`src/rtl/core/bda_pkg.sv`:
```
// bda_pkg: shared types and constants for the binary to decimal ASCII converter.
// No dependencies.
package bda_pkg;

  localparam int MAX_DIGITS = 10;
  localparam int DEC_DIGITS = 10;   // decimal digits of a 32-bit value
  localparam int USABLE = (MAX_DIGITS > DEC_DIGITS) ? DEC_DIGITS :
                          ((MAX_DIGITS < 1) ? 1 : MAX_DIGITS);

  localparam int BIN_W   = 32;
  localparam int BCD_W   = 4 * DEC_DIGITS;
  localparam int CNT_W   = 4;       // digit_count, digit position, char count
  localparam int SHIFT_W = $clog2(BIN_W);
  localparam int CHAR_W  = 8;

  localparam logic [CNT_W-1:0]  USABLE_N = CNT_W'(USABLE);
  localparam logic [CHAR_W-1:0] CH_ZERO  = 8'd48;
  localparam logic [CHAR_W-1:0] CH_SPACE = 8'd32;

  typedef enum logic [1:0] {
    S_IDLE,
    S_CONV,
    S_PREP,
    S_EMIT
  } bda_state_e;

  typedef struct packed {
    logic load;
    logic shift;
    logic prep;
    logic emit;
  } bda_cmd_t;

  typedef struct packed {
    logic conv_done;
    logic emit_last;
  } bda_status_t;

endpackage

```
`src/rtl/core/bda_ctrl.sv`:
```
// bda_ctrl: sequencing state machine of the converter.
// Depends on bda_pkg.
module bda_ctrl (
  input  logic               clk_i,
  input  logic               rst_ni,
  input  logic               start_i,
  input  bda_pkg::bda_status_t status_i,
  output bda_pkg::bda_cmd_t  cmd_o,
  output logic               busy_o
);

  bda_pkg::bda_state_e state_q, state_d;

  always_ff @(posedge clk_i or negedge rst_ni) begin
    if (!rst_ni) begin
      state_q <= bda_pkg::S_IDLE;
    end else begin
      state_q <= state_d;
    end
  end

  always_comb begin
    state_d = state_q;
    cmd_o   = '0;
    busy_o  = 1'b1;
    unique case (state_q)
      bda_pkg::S_IDLE: begin
        busy_o = 1'b0;
        if (start_i) begin
          cmd_o.load = 1'b1;
          state_d    = bda_pkg::S_CONV;
        end
      end
      bda_pkg::S_CONV: begin
        cmd_o.shift = 1'b1;
        if (status_i.conv_done) state_d = bda_pkg::S_PREP;
      end
      bda_pkg::S_PREP: begin
        cmd_o.prep = 1'b1;
        state_d    = bda_pkg::S_EMIT;
      end
      bda_pkg::S_EMIT: begin
        cmd_o.emit = 1'b1;
        if (status_i.emit_last) state_d = bda_pkg::S_IDLE;
      end
      default: state_d = bda_pkg::S_IDLE;
    endcase
  end

endmodule

```
`src/rtl/core/bda_datapath.sv`:
```
// bda_datapath: shift-add-3 binary to BCD converter, width/overflow logic
// and registered character output. Depends on bda_pkg.
module bda_datapath (
  input  logic                             clk_i,
  input  logic                             rst_ni,
  input  bda_pkg::bda_cmd_t                cmd_i,
  input  logic [bda_pkg::BIN_W-1:0]        value_i,
  input  logic [bda_pkg::CNT_W-1:0]        digit_count_i,
  input  logic                             pad_with_zero_i,
  output bda_pkg::bda_status_t             status_o,
  output logic                             char_valid_o,
  output logic [bda_pkg::CHAR_W-1:0]       char_code_o,
  output logic                             last_o,
  output logic                             overflow_o
);

  logic [bda_pkg::BIN_W-1:0]   bin_q;
  logic [bda_pkg::BCD_W-1:0]   bcd_q, bcd_adj;
  logic [bda_pkg::SHIFT_W-1:0] shift_cnt_q;
  logic [bda_pkg::CNT_W-1:0]   cnt_q, top_q, pos_q;
  logic                        fixed_q, ovf_q;
  logic                        valid_q;
  logic [bda_pkg::CHAR_W-1:0]  char_q;
  logic                        last_q, ovf_out_q;

  logic [bda_pkg::CNT_W-1:0]   top_c, n_c;
  logic                        ovf_c, fixed_c;
  logic [3:0]                  dig_c;
  logic                        pad_c;
  logic [bda_pkg::CHAR_W-1:0]  char_c;

  // add 3 to every BCD digit of 5 or more before the shift
  always_comb begin
    for (int i = 0; i < bda_pkg::DEC_DIGITS; i++) begin
      bcd_adj[4*i +: 4] = (bcd_q[4*i +: 4] >= 4'd5) ? bcd_q[4*i +: 4] + 4'd3
                                                     : bcd_q[4*i +: 4];
    end
  end

  // highest nonzero digit, character count and overflow
  always_comb begin
    top_c = '0;
    for (int i = 0; i < bda_pkg::DEC_DIGITS; i++) begin
      if (bcd_q[4*i +: 4] != 4'd0) top_c = bda_pkg::CNT_W'(i);
    end
    fixed_c = (cnt_q != '0);
    ovf_c   = 1'b0;
    if (fixed_c) begin
      n_c   = (cnt_q > bda_pkg::USABLE_N) ? bda_pkg::USABLE_N : cnt_q;
      ovf_c = (top_c >= n_c);
    end else if (top_c >= bda_pkg::USABLE_N) begin
      n_c   = bda_pkg::USABLE_N;
      ovf_c = 1'b1;
    end else begin
      n_c = top_c + 1'b1;
    end
  end

  // character at digit position pos_q
  always_comb begin
    dig_c  = bcd_q[4*pos_q +: 4];
    pad_c  = fixed_q && (pos_q > top_q) && (pos_q != '0);
    if (pad_c) begin
      char_c = pad_with_zero_i ? bda_pkg::CH_ZERO : bda_pkg::CH_SPACE;
    end else begin
      char_c = bda_pkg::CH_ZERO + {4'd0, dig_c};
    end
  end

  assign status_o.conv_done = (shift_cnt_q == bda_pkg::SHIFT_W'(bda_pkg::BIN_W - 1));
  assign status_o.emit_last = (pos_q == '0);

  always_ff @(posedge clk_i or negedge rst_ni) begin
    if (!rst_ni) begin
      valid_q     <= 1'b0;
      shift_cnt_q <= '0;
    end else begin
      valid_q <= cmd_i.emit;
      if (cmd_i.load) begin
        shift_cnt_q <= '0;
      end else if (cmd_i.shift) begin
        shift_cnt_q <= shift_cnt_q + 1'b1;
      end
    end
  end

  always_ff @(posedge clk_i) begin
    if (cmd_i.load) begin
      bin_q <= value_i;
      bcd_q <= '0;
      cnt_q <= digit_count_i;
    end else if (cmd_i.shift) begin
      bcd_q <= {bcd_adj[bda_pkg::BCD_W-2:0], bin_q[bda_pkg::BIN_W-1]};
      bin_q <= {bin_q[bda_pkg::BIN_W-2:0], 1'b0};
    end
    if (cmd_i.prep) begin
      top_q   <= top_c;
      fixed_q <= fixed_c;
      ovf_q   <= ovf_c;
      pos_q   <= n_c - 1'b1;
    end else if (cmd_i.emit) begin
      pos_q <= pos_q - 1'b1;
    end
    if (cmd_i.emit) begin
      char_q    <= char_c;
      last_q    <= status_o.emit_last;
      ovf_out_q <= ovf_q;
    end
  end

  assign char_valid_o = valid_q;
  assign char_code_o  = char_q;
  assign last_o       = last_q;
  assign overflow_o   = ovf_out_q;

endmodule

```
`src/rtl/core/binary_to_decimal_ascii_top.sv`:
```
// binary_to_decimal_ascii_top: top level of the binary to decimal ASCII converter.
// Depends on bda_pkg, bda_ctrl and bda_datapath.
//
// Channel   Direction  Handshake                  Payload
// command   in         start_i & !busy_o          value_i, digit_count_i
// result    out        char_valid_o (one cycle)   char_code_o, last_o, overflow_o
// config    in         cfg_valid_i & cfg_ready_o  cfg_pad_with_zero_i
//
// A conversion of 1 to 10 characters loads the value, runs the shift-add-3 loop (one shift
// per input bit) and sizes the field, then emits one character per cycle. busy_o falls
// once the last character is registered, so a new transaction can be taken in the cycle
// that shows the last character.
// Reset is asynchronous, active low, and clears the sequencer, the output strobe and the
// pad setting. Results cannot be stalled; config is always ready.
module binary_to_decimal_ascii_top (
  input  logic                         clk_i,
  input  logic                         rst_ni,
  // command
  input  logic                         start_i,
  output logic                         busy_o,
  input  logic [bda_pkg::BIN_W-1:0]    value_i,
  input  logic [bda_pkg::CNT_W-1:0]    digit_count_i,
  // result
  output logic                         char_valid_o,
  output logic [bda_pkg::CHAR_W-1:0]   char_code_o,
  output logic                         last_o,
  output logic                         overflow_o,
  // config
  input  logic                         cfg_valid_i,
  output logic                         cfg_ready_o,
  input  logic                         cfg_pad_with_zero_i
);

  bda_pkg::bda_cmd_t    cmd;
  bda_pkg::bda_status_t status;
  logic                 pad_with_zero_q;

  // pad register: space when 0, ASCII zero when 1
  assign cfg_ready_o = 1'b1;

  always_ff @(posedge clk_i or negedge rst_ni) begin
    if (!rst_ni) begin
      pad_with_zero_q <= 1'b0;
    end else if (cfg_valid_i && cfg_ready_o) begin
      pad_with_zero_q <= cfg_pad_with_zero_i;
    end
  end

  bda_ctrl u_ctrl (
    .clk_i    (clk_i),
    .rst_ni   (rst_ni),
    .start_i  (start_i),
    .status_i (status),
    .cmd_o    (cmd),
    .busy_o   (busy_o)
  );

  bda_datapath u_datapath (
    .clk_i           (clk_i),
    .rst_ni          (rst_ni),
    .cmd_i           (cmd),
    .value_i         (value_i),
    .digit_count_i   (digit_count_i),
    .pad_with_zero_i (pad_with_zero_q),
    .status_o        (status),
    .char_valid_o    (char_valid_o),
    .char_code_o     (char_code_o),
    .last_o          (last_o),
    .overflow_o      (overflow_o)
  );

endmodule

```
`config.mk`:
```
export PLATFORM = sky130hd
export DESIGN_NAME = binary_to_decimal_ascii_top
export DESIGN_NICKNAME = d
export VERILOG_FILES = /design/src/rtl/core/bda_pkg.sv /design/src/rtl/core/bda_ctrl.sv /design/src/rtl/core/bda_datapath.sv /design/src/rtl/core/binary_to_decimal_ascii_top.sv
export SDC_FILE = /design/constraint.sdc
export NUM_CORES = 1
export LEC_CHECK = 0
export BUFFER_PORTS_ARGS = -buffer_cell sky130_fd_sc_hd__buf_2
export CAP_MARGIN = 20
export CORE_MARGIN = 2
export CORE_UTILIZATION = 60
export CTS_CLUSTER_DIAMETER = 200
export DETAILED_ROUTE_END_ITERATION = 10
export PLACE_DENSITY = 0.86
export SETUP_SLACK_MARGIN = 0.15
export SLEW_MARGIN = 20
export SYNTH_ARGS = -nofsm -noshare
export SYNTH_HDL_FRONTEND = slang
export SYNTH_SLANG_ARGS = --single-unit
```
`constraint.sdc`:
```
create_clock -name clk_i -period 3.1 [get_ports clk_i]
set_clock_uncertainty 0.2 [all_clocks]
set_input_delay 0.465 -clock clk_i [delete_from_list [all_inputs] [get_ports clk_i]]
set_output_delay 0.465 -clock clk_i [all_outputs]
set_load 0.02 [all_outputs]
```
==> flow_metrics.env, run 1 <==
export IMPL_worstPathRequired_ns=3.03
export IMPL_synth_area_leaders="edfxtp_1 28%, dfxtp_1 14%, ha_1 8.8%"
export IMPL_wire_per_inst_um=15.9
export IMPL_vias=4447
export IMPL_path_clk_slew_ns=0.10
export IMPL_relSlewSlack=0.536
export IMPL_nets=734
export IMPL_ant_nets=0
export IMPL_routabilityCongestion=0.882
export IMPL_synth_warnings=0
export IMPL_ys_ff_latch=102
export IMPL_h_tree_depth=3
export IMPL_synthToLayoutAreaGrowth_pct=14.2
export IMPL_met2_length_um=6090
export IMPL_grt_pass1_wl_um=19700
export IMPL_grt_max_degree=42
export IMPL_synth_edff_count=53
export IMPL_fill_cells=641
export IMPL_io_pin_count=54
export IMPL_pre_cts_ws_ns=-0.00254
export IMPL_post_route_period_util=0.966
export IMPL_top_layer="met4"
export IMPL_yosys_area_top_type="edfxtp_1"
export IMPL_avgSynthCellArea_um2=9.50
export IMPL_cts_buffer_depth=2
export IMPL_cts_tree="done"
export IMPL_finalHoldViolCount=0
export IMPL_min_delay_start="digit_count_i[3]"
export IMPL_critPathMaxFanout=5
export IMPL_grt_pass1_vias=4283
export IMPL_rsz0062_at_grt="true"
export IMPL_detail_route_iter0_violations=272
export IMPL_antenna_found_initial=0
export IMPL_min_period_ns=3.00
export IMPL_synthCells=597
export IMPL_die_x_um=101
export IMPL_end_kind="flip-flop"
export IMPL_drv_cap=0
export IMPL_drv_slew=0
export IMPL_async_reset_ff_frac=0.0882
export IMPL_power_total_mw=7.84
export IMPL_antenna_cells=0
export IMPL_root_buffer="clkbuf_8"
export IMPL_wl_um=12200
export IMPL_leakage_nw=2.72
export IMPL_hp_class="in2reg"
export IMPL_first_pass_iters=7
export IMPL_regToRegStartpoint="u_datapath.bcd_q[12]"
export IMPL_die_h_um=101
export IMPL_drc=0
export IMPL_cts_buffers=9
export IMPL_syn_area_um2=5670
export IMPL_rows=35
export IMPL_power_density_nw_per_um2=1210
export IMPL_synth_cell_types=53
export IMPL_die_area_um2=10200
export IMPL_worst_ep_arrival_time_ns=2.92
export IMPL_r2r_setup_slack_ns=0.10
export IMPL_whs_endpoint="u_datapath.cnt_q[3]"
export IMPL_vias_per_cell=5.78
export IMPL_synth_top_cell_area_share=0.281
export IMPL_dr_wl_met3_um=786
export IMPL_r2r_cells=10
export IMPL_r2r_end="u_datapath.pos_q[3]"
export IMPL_port_buffers=49
export IMPL_dpl_hpwl_um=7970
export IMPL_overflow=0
export IMPL_final_setup_worst_slack_ns=0.104
export IMPL_cts_sinks=102
export IMPL_core_um2=9200
export IMPL_ir_worst_vdd_mv=0.745
export IMPL_grt_use_total=0.243
export IMPL_fmax_mhz=334
export IMPL_ys_flop_type="edfxtp_1"
export IMPL_status="finished clean"
export IMPL_crit_start="u_datapath.bcd_q[12]"
export IMPL_critPathKind="reg2reg"
export IMPL_setup_viol=0
export IMPL_clkLatencyLatePin_ns=0.37
export IMPL_initial_utilization=0.616
export IMPL_holdPathStages=1
export IMPL_worst_slew_pin_slew_ns=0.695
export IMPL_yosysSeqAreaShare=0.462
export IMPL_drt_met1_wl_um=5070
export IMPL_crit_path_start_kind="flip-flop"
export IMPL_drive_above_1_share=0.234
## where the power goes
part / internal (mW) / leakage, nW / switching (mW)
clock: 0.325 / 0.0922 / 0.477
sequential: 2.24 / 0.949 / 0.422
combinational: 1.93 / 1.68 / 2.44
total: 4.50 / 2.72 / 3.34
## state kept, by name, indices dropped and copies added, names as in the netlist
register,cells
u_datapath.last_o,1
u_datapath.ovf_q,1
u_datapath.pos_q,4
u_datapath.top_q,4
u_datapath.char_valid_o,1
u_datapath.bin_q,32
u_datapath.cnt_q,4
u_datapath.fixed_q,1
u_datapath.overflow_o,1
u_ctrl.state_q,2
u_datapath.shift_cnt_q,5
u_datapath.char_code_o,5
u_datapath.bcd_q,40
pad_with_zero_q,1
## stage by stage
step / util / setup TNS [ns] / hold WS [ns] / instance area [um^2] / cells
6_report: 0.704 / 0 / 0.0622 / 6480 / 769
3_5_place_dp: 0.655 / -0.00254 / 0.138 / 6020 / 743
5_1_grt: 0.704 / 0 / 0.0539 / 6480 / 769
4_1_cts: 0.683 / 0 / 0.0610 / 6280 / 761
3_3_place_gp: 0.655 / 0 / 0.134 / 6020 / 743
2_1_floorplan: - / 0 / -0.0306 / 5680 / 599
## logic make-up after synthesis
logic type | after synthesis | synth area share
xor+xnor | 24 | 0.0371
other cells | 2 | 0.00132
fa+ha+maj | 40 | 0.0883
mux | 29 | 0.0693
compound gates | 98 | 0.102
buf+inv | 63 | 0.0492
simple gates | 239 | 0.191
flops | 102 | 0.462
## worst max-delay path, stage by stage, from the launching register on
cell      delay (ns)
dfxtp_4         0.37
inv_4           0.07
ha_4            0.15
or3b_2          0.46
a211oi_2        0.26
o21ai_2         0.14
ha_2            0.24
or2_2           0.31
mux2i_2         0.18
and4b_1         0.24
xnor2_1         0.13
## Yosys cell counts (all sizes together) (4+ instances only)
library cell and n:
nand2 121, edfxtp 53, nor2 50, a21oi 43, dfxtp 40, ha 40, inv 34, o21ai 34
clkbuf 19, mux2i 19, nand2b 15, nand3 13, nor3 12, xnor2 12, xor2 12, buf 10
dfrtp 9, mux4 8, nor3b 6, or3b 5, nand4 4
## timing repair
action / in CTS / in global routing
cloned: 0 / 0
hold buffers: 1 / 0
endpoints found under the setup margin: 4 / 4
buffers inserted: 1 / 8
hold endpoints to repair: 9 / 0
pin swaps: 6 / 6
gates resized for setup: 17 / 48
## worst max path at each step
stage / endpoint / cells past startpoint
floorplan: u_datapath.pos_q[2] / 11
global placement: u_datapath.pos_q[2] / 12
detailed placement: u_datapath.pos_q[3] / 13
CTS: u_datapath.pos_q[3] / 10
global route: u_datapath.pos_q[3] / 12
finish: u_datapath.pos_q[3] / 10
## cell type report
class                           instances  area, um^2  area share
Tap cell                              111         139      0.0214
Clock buffer                           11         141      0.0218
Sequential cell                       102        2640       0.408
Timing Repair Buffer                   72         440      0.0680
Multi-Input combinational cell        434        2940       0.454
Clock inverter                          5        41.3     0.00638
Inverter                               34         133      0.0205
## per-layer routing
| layer | vias to the layer above | track usage |
|---|---|---|
| li1 | 2162 | - |
| met1 | 2094 | 0.314 |
| met2 | 164 | 0.409 |
| met3 | 27 | 0.0587 |
| met4 | 0 | 0.0717 |
| met5 | - | 0 |
## layout by cell type (no fill, tap or decap), types with 3 or more instances in the layout
cell type    n
a21oi_1     42
buf_2       49
buf_4       19
clkbuf_8    10
conb_1       4
dfrtp_1      9
dfxtp_1     30
dfxtp_2      6
dfxtp_4      4
edfxtp_1    53
ha_1        32
ha_2         3
ha_4         5
inv_1       19
inv_2       13
mux2i_1     18
mux4_2       8
nand2_1    121
nand2b_1    15
nand3_1     11
nand4_1      4
nor2_1      50
nor3_1      12
nor3b_4      3
o21ai_0     32
o311ai_0     3
or3b_4       4
xnor2_1     12
xor2_1      12
Power figures use the tool's default switching activity.
==> run 2: changes to the inputs <==
- PLACE_DENSITY: 0.86 -> 0.81
==> flow_metrics.env, run 2 (synthesis gave the netlist of run 1 again) <==
export IMPL_grt_pass1_wl_um=19500
export IMPL_wl_um=13400
export IMPL_min_delay_start="digit_count_i[1]"
export IMPL_io_pin_count=54
export IMPL_grt_max_degree=42
export IMPL_final_cell_area_um2=6730
export IMPL_initial_utilization=0.616
export IMPL_worst_ep_arrival_time_ns=2.99
export IMPL_routabilityCongestion=0.895
export IMPL_overflow=0
export IMPL_final_setup_worst_slack_ns=0.0415
export IMPL_rows=35
export IMPL_root_buffer="clkbuf_8"
export IMPL_r2r_end="u_datapath.pos_q[3]"
export IMPL_largestRegisters="u_datapath.bcd_q: 40 flops, u_datapath.bin_q: 32 flops"
export IMPL_core_um2=9200
export IMPL_whs_endpoint="u_datapath.cnt_q[1]"
export IMPL_setup_viol=0
export IMPL_cts_buffers=9
export IMPL_nets=753
export IMPL_antenna_cells=0
export IMPL_hp_class="in2reg"
export IMPL_post_route_period_util=0.987
export IMPL_h_tree_depth=3
export IMPL_first_pass_iters=6
export IMPL_largest_register_ffs=40
export IMPL_pre_cts_ws_ns=0.00392
export IMPL_relSlewSlack=0.449
export IMPL_detail_route_iter0_violations=316
export IMPL_die_h_um=101
export IMPL_min_period_ns=3.06
export IMPL_largest_register="u_datapath.bcd_q"
export IMPL_holdWs_ns=0.0470
export IMPL_rsz0062_at_grt="true"
export IMPL_r2r_cells=12
export IMPL_r2r_setup_slack_ns=0.04
export IMPL_critPathMaxFanout=4
export IMPL_crit_path_start_kind="flip-flop"
export IMPL_die_area_um2=10200
export IMPL_end_kind="flip-flop"
export IMPL_grt_pass1_vias=4176
export IMPL_critPathKind="reg2reg"
export IMPL_vias_per_cell=5.94
export IMPL_wire_per_inst_um=17.0
export IMPL_path_clk_slew_ns=0.11
export IMPL_fin_tns_setup_ns=0
export IMPL_drive_above_1_share=0.273
export IMPL_ant_nets=0
export IMPL_cts_tree="done"
export IMPL_drv_slew=0
export IMPL_dp_cells=743
export IMPL_drc=0
export IMPL_layout_cells_non_filler=788
export IMPL_leakage_nw=2.84
export IMPL_dpl_hpwl_um=8100
export IMPL_synthToLayoutAreaGrowth_pct=18.7
export IMPL_holdPathStages=1
export IMPL_status="finished clean"
export IMPL_ir_worst_vdd_mv=0.621
export IMPL_power_density_nw_per_um2=1250
export IMPL_fmax_mhz=327
export IMPL_cts_sinks=102
export IMPL_final_cell_mix="121 x nand2_1, 53 x edfxtp_1, 50 x nor2_1"
export IMPL_clkLatencyLatePin_ns=0.38
export IMPL_layout_commonest_cell="nand2_1"
export IMPL_port_buffers=49
export IMPL_die_x_um=101
export IMPL_vias=4682
export IMPL_worst_slew_pin_slew_ns=0.826
export IMPL_place_area_um2=6020
export IMPL_drv_cap=0
export IMPL_finalHoldViolCount=0
export IMPL_regToRegStartpoint="u_datapath.bcd_q[36]"
export IMPL_antenna_found_initial=0
export IMPL_grt_use_total=0.242
export IMPL_cts_buffer_depth=2
export IMPL_worstPathRequired_ns=3.03
## run 2: cell types whose count changed in the layout (fill, tap and decap cells not counted), sizes merged
cell,before,now
bufinv,0,1
buf,71,90
inv,37,36
## run 2: layer usage
metal  part of all wire  track usage
met5                  0            0
met2               0.50        0.404
met4              0.034       0.0852
met3              0.062       0.0518
met1               0.41        0.313
## run 2: metrics by stage
step	power, mW	util
global placement	5.98	0.655
floorplan	5.21	-
global route	8.94	0.732
CTS	7.22	0.685
detailed placement	6.18	0.655
finish	8.38	0.732
## run 2: where the power goes
part / switching, mW / internal [mW] / total, mW
clock network: 0.482 / 0.406 / 0.888
registers: 0.480 / 2.25 / 2.72
logic: 2.56 / 2.20 / 4.77
## run 2: timing repair
item | 4_1_cts | 5_1_grt
hold endpoints to repair | 9 | 0
hold buffers | 1 | 0
setup endpoints to repair | 4 | 4
resized for setup | 20 | 74
setup buffers | 0 | 28
pin swaps | 5 | 11
## run 2: cell type report
cell class                      count  area [um^2]
Multi-Input combinational cell    434         2990
Sequential cell                   102         2660
Fill cell                         630         2470
Timing Repair Buffer               91          583
Inverter                           34          145
Clock buffer                       11          141
Tap cell                          111          139
Clock inverter                      5         66.3
## run 2: worst max path at each step
| stage | startpoint | end | slack, ns | cells past startpoint |
|---|---|---|---|---|
| 5_1_grt | u_datapath.bcd_q[36] | u_datapath.pos_q[3] | -0.02 | 12 |
| 3_5_place_dp | u_datapath.bcd_q[16] | u_datapath.pos_q[3] | 0.004 | 13 |
| 2_1_floorplan | u_datapath.bcd_q[24] | u_datapath.pos_q[2] | 0.21 | 11 |
| 3_3_place_gp | u_datapath.bcd_q[16] | u_datapath.pos_q[2] | 0.1 | 12 |
| 6_report | u_datapath.bcd_q[36] | u_datapath.pos_q[3] | 0.04 | 12 |
| 4_1_cts | u_datapath.bcd_q[21] | u_datapath.pos_q[3] | 0.13 | 10 |
## run 2: worst max-delay path, cell delays in order, from the launching register on
cell,delay (ns)
dfxtp_4,0.38
inv_4,0.06
ha_1,0.13
or3b_4,0.39
or2_4,0.30
a31oi_4,0.20
buf_4,0.16
ha_4,0.15
o21ai_4,0.06
nand4_1,0.11
o211ai_1,0.21
and4b_2,0.32
xnor2_2,0.14
==> run 3: changes to the inputs <==
- SETUP_SLACK_MARGIN: 0.15 -> unset
==> flow_metrics.env, run 3 (synthesis gave the netlist of run 1 again) <==
export IMPL_cts_buffers=9
export IMPL_core_um2=9200
export IMPL_critPathMaxFanout=5
export IMPL_final_cell_area_um2=6350
export IMPL_cts_sinks=102
export IMPL_drive_above_1_share=0.191
export IMPL_ir_worst_vdd_mv=0.546
export IMPL_wl_um=11800
export IMPL_routabilityCongestion=0.895
export IMPL_place_area_um2=6020
export IMPL_first_pass_iters=5
export IMPL_relSlewSlack=0.472
export IMPL_path_clk_slew_ns=0.10
export IMPL_largestRegisters="u_datapath.bcd_q: 40 flops, u_datapath.bin_q: 32 flops"
export IMPL_drv_cap=0
export IMPL_p_switching_mw=3.09
export IMPL_pwr_share_clk=0.121
export IMPL_nets=726
export IMPL_critPathTopFamily="simple AND/OR/NAND/NOR gates"
export IMPL_detail_route_iter0_violations=281
export IMPL_crit_path_max_incr_delay_ns=0.49
export IMPL_ant_nets=0
export IMPL_antenna_cells=0
export IMPL_setup_viol=0
export IMPL_grt_pass1_vias=4158
export IMPL_wire_per_inst_um=15.5
export IMPL_cp_depth=10
export IMPL_worst_ep_arrival_time_ns=3.00
export IMPL_fin_tns_setup_ns=0
export IMPL_die_area_um2=10200
export IMPL_largest_register="u_datapath.bcd_q"
export IMPL_root_buffer="clkbuf_8"
export IMPL_r2r_cells=10
export IMPL_critPathKind="reg2reg"
export IMPL_hp_class="in2reg"
export IMPL_power_frac_comb=0.516
export IMPL_vias_per_cell=5.74
export IMPL_status="finished clean"
export IMPL_dp_cells=743
export IMPL_synthToLayoutAreaGrowth_pct=12.0
export IMPL_pre_cts_ws_ns=0.00392
export IMPL_cp_slowest_cell="or3b_2"
export IMPL_power_density_nw_per_um2=1160
export IMPL_min_period_ns=3.07
export IMPL_final_cell_mix="121 x nand2_1, 53 x edfxtp_1, 50 x nor2_1"
export IMPL_layout_commonest_cell="nand2_1"
export IMPL_dpl_hpwl_um=8100
export IMPL_largest_register_ffs=40
export IMPL_power_frac_seq=0.363
export IMPL_antenna_found_initial=0
export IMPL_worst_path_buf_inv=1
export IMPL_swShare=0.419
export IMPL_post_route_period_util=0.991
export IMPL_internal_power_mw=4.30
export IMPL_grt_max_degree=42
export IMPL_final_setup_worst_slack_ns=0.0290
export IMPL_power_total_mw=7.39
export IMPL_grt_pass1_wl_um=19300
export IMPL_grt_use_total=0.238
export IMPL_finalHoldViolCount=0
export IMPL_path_cells="inv_2 > ha_4 > or3b_2 > o211ai_1 > o21ai_2 > ha_1 > or2_2 > mux2i_2 > and4b_1 > xnor2_1"
export IMPL_drc=0
export IMPL_end_kind="flip-flop"
export IMPL_layout_cells_non_filler=761
export IMPL_die_x_um=101
export IMPL_worst_slew_pin_slew_ns=0.793
export IMPL_drv_slew=0
export IMPL_cts_tree="done"
export IMPL_leakage_nw=2.67
export IMPL_worstPathRequired_ns=3.03
export IMPL_holdPathStages=1
export IMPL_vias=4371
export IMPL_initial_utilization=0.616
export IMPL_clkLatencyLatePin_ns=0.38
export IMPL_holdWs_ns=0.0456
export IMPL_io_pin_count=54
export IMPL_fmax_mhz=326
export IMPL_h_tree_depth=3
export IMPL_post_route_util=0.691
export IMPL_die_h_um=101
export IMPL_crit_path_start_kind="flip-flop"
export IMPL_cts_buffer_depth=2
export IMPL_port_buffers=49
export IMPL_overflow=0
export IMPL_rows=35
==> run 3: what timing repair did <==
action                     in CTS  in global routing
setup endpoints to repair       2                  4
hold endpoints to repair        9                  0
pin swaps                       0                  3
hold buffers                    1                  0
buffers inserted                0                  1
resized for setup               3                 27
==> run 3: worst paths after layout <==
| check | start | to | slack [ns] |
|---|---|---|---|
| setup / recovery | u_datapath.bcd_q[21] | u_datapath.pos_q[3] | 0.03 |
| hold / removal | digit_count_i[1] | u_datapath.cnt_q[1] | 0.05 |
| setup reg to reg | u_datapath.bcd_q[21] | u_datapath.pos_q[3] | 0.03 |
| hold reg to reg | u_datapath.ovf_q | u_datapath.overflow_o | 0.23 |
| max in group asynchronous | rst_ni | u_ctrl.state_q[1] | 2.26 |
| min in group asynchronous | rst_ni | u_datapath.char_valid_o | 0.26 |
==> run 3: area by class of cell <==
type	count	area [um^2]
multi-input combinational	434	2880
fill	677	2850
sequential	102	2620
timing repair buffer	64	373
clock buffer	11	141
tap	111	139
inverter	34	128
clock inverter	5	66.3
==> run 3: metal layers <==
layer  track usage  wire [um]
met1         0.307       5080
met2         0.397       5800
met3        0.0518        644
met4        0.0852        257
met5             0          0
==> run 3: power by group through the flow <==
| stage | logic [mW] | clock network, mW | registers, mW |
|---|---|---|---|
| finish | 3.82 | 0.891 | 2.68 |
| global placement | 3.31 | 0 | 2.66 |
| detailed placement | 3.49 | 0 | 2.69 |
| floorplan | 2.63 | 0 | 2.58 |
| global route | 4.25 | 0.951 | 2.77 |
| CTS | 3.57 | 0.899 | 2.67 |
==> run 3: worst reg2reg max path: stages, from the launching register on <==
cell and delay (ns):
dfxtp_1 0.37, inv_2 0.12, ha_4 0.16, or3b_2 0.49, o211ai_1 0.23, o21ai_2 0.12, ha_1 0.22, or2_2 0.32
mux2i_2 0.21, and4b_1 0.25, xnor2_1 0.15
